--- src/rtl/ssa_pkg.sv ---
// Shared types and constants for the shadow slot allocator.
package ssa_pkg;

  localparam int SLOTS  = 8;
  localparam int IDX_W  = (SLOTS > 1) ? $clog2(SLOTS) : 1;
  localparam int CNT_W  = $clog2(SLOTS + 1);
  localparam int TAG_W  = 16;
  localparam int TIME_W = 32;
  localparam int SLOT_W = 3;
  localparam int CFG_W  = 4;

  localparam logic [CFG_W-1:0] CFG_RESET = 4'd8;

  // search token handed from cell to cell
  typedef struct packed {
    logic              vld;
    logic              hit_found;
    logic [IDX_W-1:0]  hit_idx;
    logic [TIME_W-1:0] hit_time;
    logic              empty_found;
    logic [IDX_W-1:0]  empty_idx;
    logic [IDX_W-1:0]  lru_idx;
    logic [TIME_W-1:0] lru_time;
  } scan_t;

  // slot update broadcast to all cells
  typedef struct packed {
    logic              en;
    logic [IDX_W-1:0]  idx;
    logic              set_tag;
    logic              set_time;
    logic [TAG_W-1:0]  tag;
    logic [TIME_W-1:0] now;
  } wr_t;

endpackage

--- src/rtl/shadow_slot_allocator_unit.sv ---
// Top level: request capture, cell chain, slot choice and result register.
//
//   channel | direction | ports                                   | handshake
//   in      | input     | in_light_id, in_last_change_time, in_now_time | in_valid / in_ready
//   out     | output    | out_slot, out_render_needed, out_hit, out_replaced | out_valid / out_ready
//   cfg     | input     | cfg_wdata (slots_in_use)                | cfg_we, no wait
//
// One request at a time: the accepted request is registered, passes each cell of the chain
// in turn, is captured in the result register and then updates its slot; no new accept before that.
// in_ready rises again once the slot update is done; the result may still sit
// in the output register, and a stalled out_ready only delays the update step.
// rst_n is synchronous: all slots empty, slots_in_use = 8.
module shadow_slot_allocator_unit (
  input  logic                          clk,
  input  logic                          rst_n,
  input  logic                          in_valid,
  output logic                          in_ready,
  input  logic [ssa_pkg::TAG_W-1:0]     in_light_id,
  input  logic [ssa_pkg::TIME_W-1:0]    in_last_change_time,
  input  logic [ssa_pkg::TIME_W-1:0]    in_now_time,
  output logic                          out_valid,
  input  logic                          out_ready,
  output logic [ssa_pkg::SLOT_W-1:0]    out_slot,
  output logic                          out_render_needed,
  output logic                          out_hit,
  output logic                          out_replaced,
  input  logic                          cfg_we,
  input  logic [ssa_pkg::CFG_W-1:0]     cfg_wdata
);

  localparam logic [1:0] S_IDLE = 2'd0;
  localparam logic [1:0] S_SCAN = 2'd1;
  localparam logic [1:0] S_DONE = 2'd2;

  logic [1:0]                   state_r, state_nxt;
  logic [ssa_pkg::CFG_W-1:0]    cfg_r;
  logic [ssa_pkg::CNT_W-1:0]    active_n;
  logic                         inject_r;
  logic [ssa_pkg::TAG_W-1:0]    tag_r;
  logic [ssa_pkg::TIME_W-1:0]   change_r;
  logic [ssa_pkg::TIME_W-1:0]   now_r;
  ssa_pkg::scan_t               res_r;
  ssa_pkg::scan_t               chain [ssa_pkg::SLOTS+1];
  logic [ssa_pkg::SLOTS-1:0]    chain_vld;
  ssa_pkg::wr_t                 wr;

  logic                         out_valid_r;
  logic [ssa_pkg::SLOT_W-1:0]   out_slot_r;
  logic                         out_render_r;
  logic                         out_hit_r;
  logic                         out_replaced_r;

  logic                         in_beat;
  logic                         out_free;
  logic                         finish;
  logic [ssa_pkg::IDX_W-1:0]    pick;
  logic                         render;

  assign in_ready = (state_r == S_IDLE);
  assign in_beat  = in_valid && in_ready;
  assign out_free = !out_valid_r || out_ready;
  assign finish   = (state_r == S_DONE) && out_free;

  // slots_in_use clamped to 1..SLOTS
  always_comb begin
    if (cfg_r == '0) begin
      active_n = ssa_pkg::CNT_W'(1);
    end else if (int'(cfg_r) > ssa_pkg::SLOTS) begin
      active_n = ssa_pkg::CNT_W'(ssa_pkg::SLOTS);
    end else begin
      active_n = ssa_pkg::CNT_W'(cfg_r);
    end
  end

  always_ff @(posedge clk) begin
    if (!rst_n) begin
      cfg_r <= ssa_pkg::CFG_RESET;
    end else if (cfg_we) begin
      cfg_r <= cfg_wdata;
    end
  end

  always_comb begin
    chain[0]     = '0;
    chain[0].vld = inject_r;
  end

  for (genvar g = 0; g < ssa_pkg::SLOTS; g++) begin : g_cell
    ssa_cell u_cell (
      .clk      (clk),
      .rst_n    (rst_n),
      .cell_idx (ssa_pkg::IDX_W'(g)),
      .active_n (active_n),
      .tag      (tag_r),
      .tok_in   (chain[g]),
      .tok_out  (chain[g+1]),
      .wr       (wr)
    );
    assign chain_vld[g] = chain[g+1].vld;
  end

  always_comb begin
    state_nxt = state_r;
    unique case (state_r)
      S_IDLE: if (in_beat) state_nxt = S_SCAN;
      S_SCAN: if (chain[ssa_pkg::SLOTS].vld) state_nxt = S_DONE;
      S_DONE: if (out_free) state_nxt = S_IDLE;
      default: state_nxt = S_IDLE;
    endcase
  end

  always_ff @(posedge clk) begin
    if (!rst_n) begin
      state_r  <= S_IDLE;
      inject_r <= 1'b0;
    end else begin
      state_r  <= state_nxt;
      inject_r <= in_beat;
    end
  end

  always_ff @(posedge clk) begin
    if (in_beat) begin
      tag_r    <= in_light_id;
      change_r <= in_last_change_time;
      now_r    <= in_now_time;
    end
    if (chain[ssa_pkg::SLOTS].vld) begin
      res_r <= chain[ssa_pkg::SLOTS];
    end
  end

  // hit first, then lowest empty slot, then least recently rendered
  always_comb begin
    if (res_r.hit_found) begin
      pick   = res_r.hit_idx;
      render = change_r >= res_r.hit_time;
    end else if (res_r.empty_found) begin
      pick   = res_r.empty_idx;
      render = 1'b1;
    end else begin
      pick   = res_r.lru_idx;
      render = 1'b1;
    end
  end

  always_comb begin
    wr.en       = finish;
    wr.idx      = pick;
    wr.set_tag  = !res_r.hit_found;
    wr.set_time = render;
    wr.tag      = tag_r;
    wr.now      = now_r;
  end

  always_ff @(posedge clk) begin
    if (!rst_n) begin
      out_valid_r <= 1'b0;
    end else if (finish) begin
      out_valid_r <= 1'b1;
    end else if (out_ready) begin
      out_valid_r <= 1'b0;
    end
  end

  always_ff @(posedge clk) begin
    if (finish) begin
      out_slot_r     <= ssa_pkg::SLOT_W'(pick);
      out_render_r   <= render;
      out_hit_r      <= res_r.hit_found;
      out_replaced_r <= !res_r.hit_found && !res_r.empty_found;
    end
  end

  assign out_valid         = out_valid_r;
  assign out_slot          = out_slot_r;
  assign out_render_needed = out_render_r;
  assign out_hit           = out_hit_r;
  assign out_replaced      = out_replaced_r;

`ifndef NO_ASSERTIONS
  a_one_token: assert property (@(posedge clk) disable iff (!rst_n)
    $onehot0({inject_r, chain_vld}))
    else $error("more than one search token in the chain");

  a_idle_empty: assert property (@(posedge clk) disable iff (!rst_n)
    (state_r == S_IDLE) |-> (chain_vld == '0) && !inject_r)
    else $error("search token in flight while idle");

  a_write_done: assert property (@(posedge clk) disable iff (!rst_n)
    wr.en |-> (state_r == S_DONE) && !$past(inject_r))
    else $error("slot update outside the done step");

  a_result_follows: assert property (@(posedge clk) disable iff (!rst_n)
    finish |=> out_valid_r)
    else $error("slot update without a result");
`endif

endmodule

--- src/rtl/ssa_cell.sv ---
// One slot cell: holds valid, tag and time, and folds itself into the passing search token.
module ssa_cell (
  input  logic                       clk,
  input  logic                       rst_n,
  input  logic [ssa_pkg::IDX_W-1:0]  cell_idx,
  input  logic [ssa_pkg::CNT_W-1:0]  active_n,
  input  logic [ssa_pkg::TAG_W-1:0]  tag,
  input  ssa_pkg::scan_t             tok_in,
  output ssa_pkg::scan_t             tok_out,
  input  ssa_pkg::wr_t               wr
);

  logic                        valid_r;
  logic [ssa_pkg::TAG_W-1:0]   light_r;
  logic [ssa_pkg::TIME_W-1:0]  time_r;
  ssa_pkg::scan_t              tok_r;
  ssa_pkg::scan_t              tok_nxt;
  logic                        active;
  logic                        sel;

  assign active = ssa_pkg::CNT_W'(cell_idx) < active_n;
  assign sel    = wr.en && (wr.idx == cell_idx);

  always_comb begin
    tok_nxt = tok_in;
    if (active) begin
      if (valid_r && (light_r == tag) && !tok_in.hit_found) begin
        tok_nxt.hit_found = 1'b1;
        tok_nxt.hit_idx   = cell_idx;
        tok_nxt.hit_time  = time_r;
      end
      if (!valid_r && !tok_in.empty_found) begin
        tok_nxt.empty_found = 1'b1;
        tok_nxt.empty_idx   = cell_idx;
      end
      // strict less keeps the lowest index on ties
      if ((cell_idx == '0) || (time_r < tok_in.lru_time)) begin
        tok_nxt.lru_idx  = cell_idx;
        tok_nxt.lru_time = time_r;
      end
    end
  end

  always_ff @(posedge clk) begin
    if (!rst_n) begin
      tok_r.vld <= 1'b0;
    end else begin
      tok_r.vld <= tok_nxt.vld;
    end
    tok_r.hit_found   <= tok_nxt.hit_found;
    tok_r.hit_idx     <= tok_nxt.hit_idx;
    tok_r.hit_time    <= tok_nxt.hit_time;
    tok_r.empty_found <= tok_nxt.empty_found;
    tok_r.empty_idx   <= tok_nxt.empty_idx;
    tok_r.lru_idx     <= tok_nxt.lru_idx;
    tok_r.lru_time    <= tok_nxt.lru_time;
  end

  always_ff @(posedge clk) begin
    if (!rst_n) begin
      valid_r <= 1'b0;
      time_r  <= '0;
    end else if (sel) begin
      if (wr.set_tag) begin
        valid_r <= 1'b1;
      end
      if (wr.set_time) begin
        time_r <= wr.now;
      end
    end
  end

  always_ff @(posedge clk) begin
    if (sel && wr.set_tag) begin
      light_r <= wr.tag;
    end
  end

  assign tok_out = tok_r;

endmodule

--- config.mk ---
export PLATFORM = sky130hd
export DESIGN_NAME = shadow_slot_allocator_unit
export DESIGN_NICKNAME = d
export VERILOG_FILES = /design/src/rtl/ssa_pkg.sv /design/src/rtl/shadow_slot_allocator_unit.sv /design/src/rtl/ssa_cell.sv
export SDC_FILE = /design/constraint.sdc
export NUM_CORES = 2
export LEC_CHECK = 0
export ABC_CLOCK_PERIOD_IN_PS = 3350
export BUFFER_PORTS_ARGS = -buffer_cell sky130_fd_sc_hd__buf_2
export CAP_MARGIN = 20
export CORE_MARGIN = 2
export CORE_UTILIZATION = 40
export DETAILED_ROUTE_END_ITERATION = 10
export SYNTH_ARGS = -nofsm -noshare
export SYNTH_HDL_FRONTEND = slang
export SYNTH_SLANG_ARGS = --single-unit
--- constraint.sdc ---
create_clock -name clk -period 3.35 [get_ports clk]
set_input_delay 0.335 -clock clk [delete_from_list [all_inputs] [get_ports clk]]
set_output_delay 0.335 -clock clk [all_outputs]
set_load 0.02 [all_outputs]
==> flow_metrics.py <==
metrics = {
    "status": {
        "status": "finished clean",
    },
    "grt": {
        "gr-usage-met1_pct": 23.4,
        "use_met3_pct": 2.48,
        "grt_max_degree": 90,
        "grt_pass1_vias": 25659,
        "overflow": 0,
        "grt_pass1_wl_mm": 148,
        "antenna_found_initial": 2,
        "grt_usage_pct": 17.6,
        "busiest_layer": "met2",
        "gr-usage-met2_pct": 29.7,
    },
    "logic_synthesis": {
        "syn_area_um2": 42400,
        "synth_top_area_cell": "dfxtp_1",
        "synth_top_area_share_pct": 39.1,
        "synth_commonest_cells": "827 x dfxtp_1, 389 x mux2_2, 350 x nand2_1",
        "seq_area_frac_synth_pct": 57.3,
        "synthTopCellsByArea": "dfxtp_1 39%, edfxtp_1 18%, mux2_2 10%",
        "synth_flop_cell": "dfxtp_1",
        "ys.warnings.count": 0,
        "synth_edf_count": 257,
        "synthCells": 3468,
        "netlist-cell-type-count": 66,
        "avgSynthCellArea_um2": 12.2,
        "syn_nets": 3806,
        "ys_ff_latch": 1084,
        "async_flop_share_pct": 0,
        "synthMostInstantiatedCell": "dfxtp_1",
    },
    "worst_setup_path": {
        "required_ps": 3890,
        "rr_endpoint": "g_cell[3].u_cell.tok_out[11]$_DFF_P_",
        "crit_start": "g_cell[2].u_cell.tok_out[2]$_DFF_P_",
        "cp.arrival_ps": 3580,
        "start_kind": "flip-flop",
        "crit_fanout": 24,
        "reg2regPathDepth": 10,
        "rrSetupSlack_ps": 310,
        "critPathCaptureType": "flip-flop",
        "path_class": "flip-flop to flip-flop",
        "reg2reg_from": "g_cell[2].u_cell.tok_out[2]$_DFF_P_",
    },
    "floorplan": {
        "initial_core_util_pct": 40.3,
        "coreArea_um2": 105000,
        "rows": 119,
        "die_h_um": 329,
        "io-pin-count": 97,
        "dieArea_um2": 109000,
        "die_w_um": 329,
    },
    "sta": {
        "post-route-min-period_ps": 3040,
        "rsz0062_at_grt": "false",
        "fmax_mhz": 329,
        "setup_viol": 0,
        "min_period_over_period_pct": 90.8,
        "relSlewSlack_pct": 52.3,
        "holdWs_ps": 182,
        "fin_skew_ps": 29.3,
        "setup_tns_ps": 0,
        "worst_slack_ps": 309,
        "worstMarginPinSlew_ps": 710,
        "slew_viol_final": 0,
        "report.final.hold_viol_count": 0,
    },
    "layout": {
        "final_cells": 5189,
        "nFillCells": 9525,
        "fin_area_um2": 49500,
        "final_core_utilization_pct": 47.0,
        "multi_input_area_um2": 16500,
        "regArea_um2": 24300,
        "layout-drive-gt1-share_pct": 21.9,
        "num-nets-final": 4044,
        "area_growth_pct": 16.7,
    },
    "clock_tree": {
        "cts-root-buf": "clkbuf_16",
        "htreeDepth": 3,
        "clock_path_buffers": 3,
        "clk_pin_slew_worst_paths_ps": 60,
        "cts_tree": "yes",
        "cts.sink_count": 1084,
        "tritoncts.num_buffers": 109,
        "clk_latency_ps": 680,
    },
    "power": {
        "power_frac_seq_pct": 52.0,
        "power_frac_comb_pct": 2.3,
        "p_leak_nw": 21.3,
        "irDropWorstVdd_v": 0.000474,
        "swShare_pct": 21.0,
        "switchingPower_mw": 5.47,
        "p_total_mw": 26.0,
        "power_density_nw_per_um2": 525,
        "p_int_mw": 20.5,
        "p_clk_share_pct": 45.7,
    },
    "worst_hold_path": {
        "min-delay-start": "rst_n",
        "holdPathEnd": "g_cell[0].u_cell.time_r[13]$_SDFFE_PN0P_",
        "hold_path_class": "input port to flip-flop",
        "hold_path_depth": 3,
    },
    "detailed_routing": {
        "drtPass1Iterations": 5,
        "ant_nets": 0,
        "wl_per_cell_um": 18.1,
        "vias": 24762,
        "drc": 0,
        "drtIter0Drc": 1191,
        "vias_per_cell": 4.77,
        "finalWirelength_mm": 94.1,
    },
    "placement": {
        "place_hpwl_mm": 65.0,
        "io_buffers": 96,
        "placedCellCount": 4896,
        "routabilityCongestion": 0.827,
        "dpl-instance-area_um2": 45000,
        "place_ws_ps": 72.1,
    },
    "job": {
        "maxCapViolations": 0,
    },
}
==> layout by cell type, fill, tap and decap left out, types with 58 or more instances in the layout <==
cell	count
mux2i_1	263
ha_1	249
xor2_1	70
inv_1	260
edfxtp_1	257
mux2_2	389
dfxtp_1	826
nand2_1	350
buf_2	95
clkbuf_16	115
a21oi_1	72
xnor2_1	58
dlygate4sd3_1	90
buf_4	76
==> worst max path at each step <==
| stage | to | slack [ps] | cells past startpoint |
|---|---|---|---|
| after detailed placement | g_cell[0].u_cell.time_r[12]$_SDFFE_PN0P_ | 70 | 10 |
| after CTS | g_cell[0].u_cell.time_r[12]$_SDFFE_PN0P_ | 40 | 10 |
| after floorplan | change_r[0]$_DFFE_PP_ | 290 | 2 |
| after global routing | g_cell[3].u_cell.tok_out[0]$_DFF_P_ | 110 | 10 |
| final | g_cell[3].u_cell.tok_out[11]$_DFF_P_ | 310 | 10 |
| after global placement | g_cell[0].u_cell.time_r[16]$_SDFFE_PN0P_ | 100 | 10 |
==> layer usage <==
| metal | wire length (µm) | vias to the layer above | part of all wire [%] |
|---|---|---|---|
| met1 | 44400 | 11865 | 47 |
| met3 | 2700 | 159 | 2.9 |
| li1 | - | 12422 | - |
| met5 | 0 | - | 0 |
| met2 | 44500 | 316 | 47 |
| met4 | 2500 | 0 | 2.7 |
==> power groups by stage <==
stage / Sequential [mW] / Combinational (mW) / Clock [mW]
global placement: 13.8 / 0.521 / 0
CTS: 13.5 / 0.610 / 12.2
floorplan: 13.7 / 0.272 / 0
detailed placement: 13.8 / 0.524 / 0
global route: 13.5 / 0.658 / 12.7
finish: 13.5 / 0.599 / 11.9
==> layout make-up <==
| class | instances | share of cell area, % |
|---|---|---|
| Tap cell | 1391 | 3.52 |
| Timing Repair Buffer | 284 | 4.86 |
| Inverter | 261 | 1.98 |
| Multi-Input combinational cell | 1966 | 33.4 |
| Sequential cell | 1084 | 49.1 |
| Clock inverter | 43 | 0.552 |
| Antenna cell | 1 | 0.00506 |
| Clock buffer | 159 | 6.61 |
==> worst max-delay path, stage by stage, from the launching register on <==
cell and delay (ps):
dfxtp_1 320, inv_1 40, ha_1 270, or3_1 330, o21ai_0 70, nor3_1 80
o41ai_1 490, o211ai_1 360, a31oi_4 320, buf_12 220, mux2_2 360
==> cells by family (layout without fill, tap and decap cells) <==
group / after synthesis / after routing / share of synthesized area (%)
other: 0 / 1 / 0
multiplexers: 679 / 679 / 17.5
XOR/XNOR: 128 / 128 / 2.65
AO/OA/AOI/OAI: 231 / 231 / 3.55
buffers and inverters: 418 / 747 / 4.03
flip-flops: 1084 / 1084 / 57.3
AND/OR/NAND/NOR: 679 / 679 / 7.64
adder cells (fa/ha/maj): 249 / 249 / 7.35
==> registers in the layout (all words and copies together) (netlist names), 2 cells and up <==
signal,cells
res_r,43
g_cell.u_cell.time_r,256
state_r,2
change_r,32
g_cell.u_cell.light_r,128
tag_r,16
g_cell.u_cell.tok_out,555
out_slot,3
g_cell.u_cell.valid_r,8
now_r,32
cfg_r,4
==> what timing repair did <==
item / in CTS / in global routing
hold endpoints to repair: 87 / 0
hold buffers: 90 / 0
gates resized for setup: 0 / 1
buffers inserted: 0 / 0
setup endpoints to repair: 0 / 3
No activity file was read; power rests on OpenSTA's default activity.
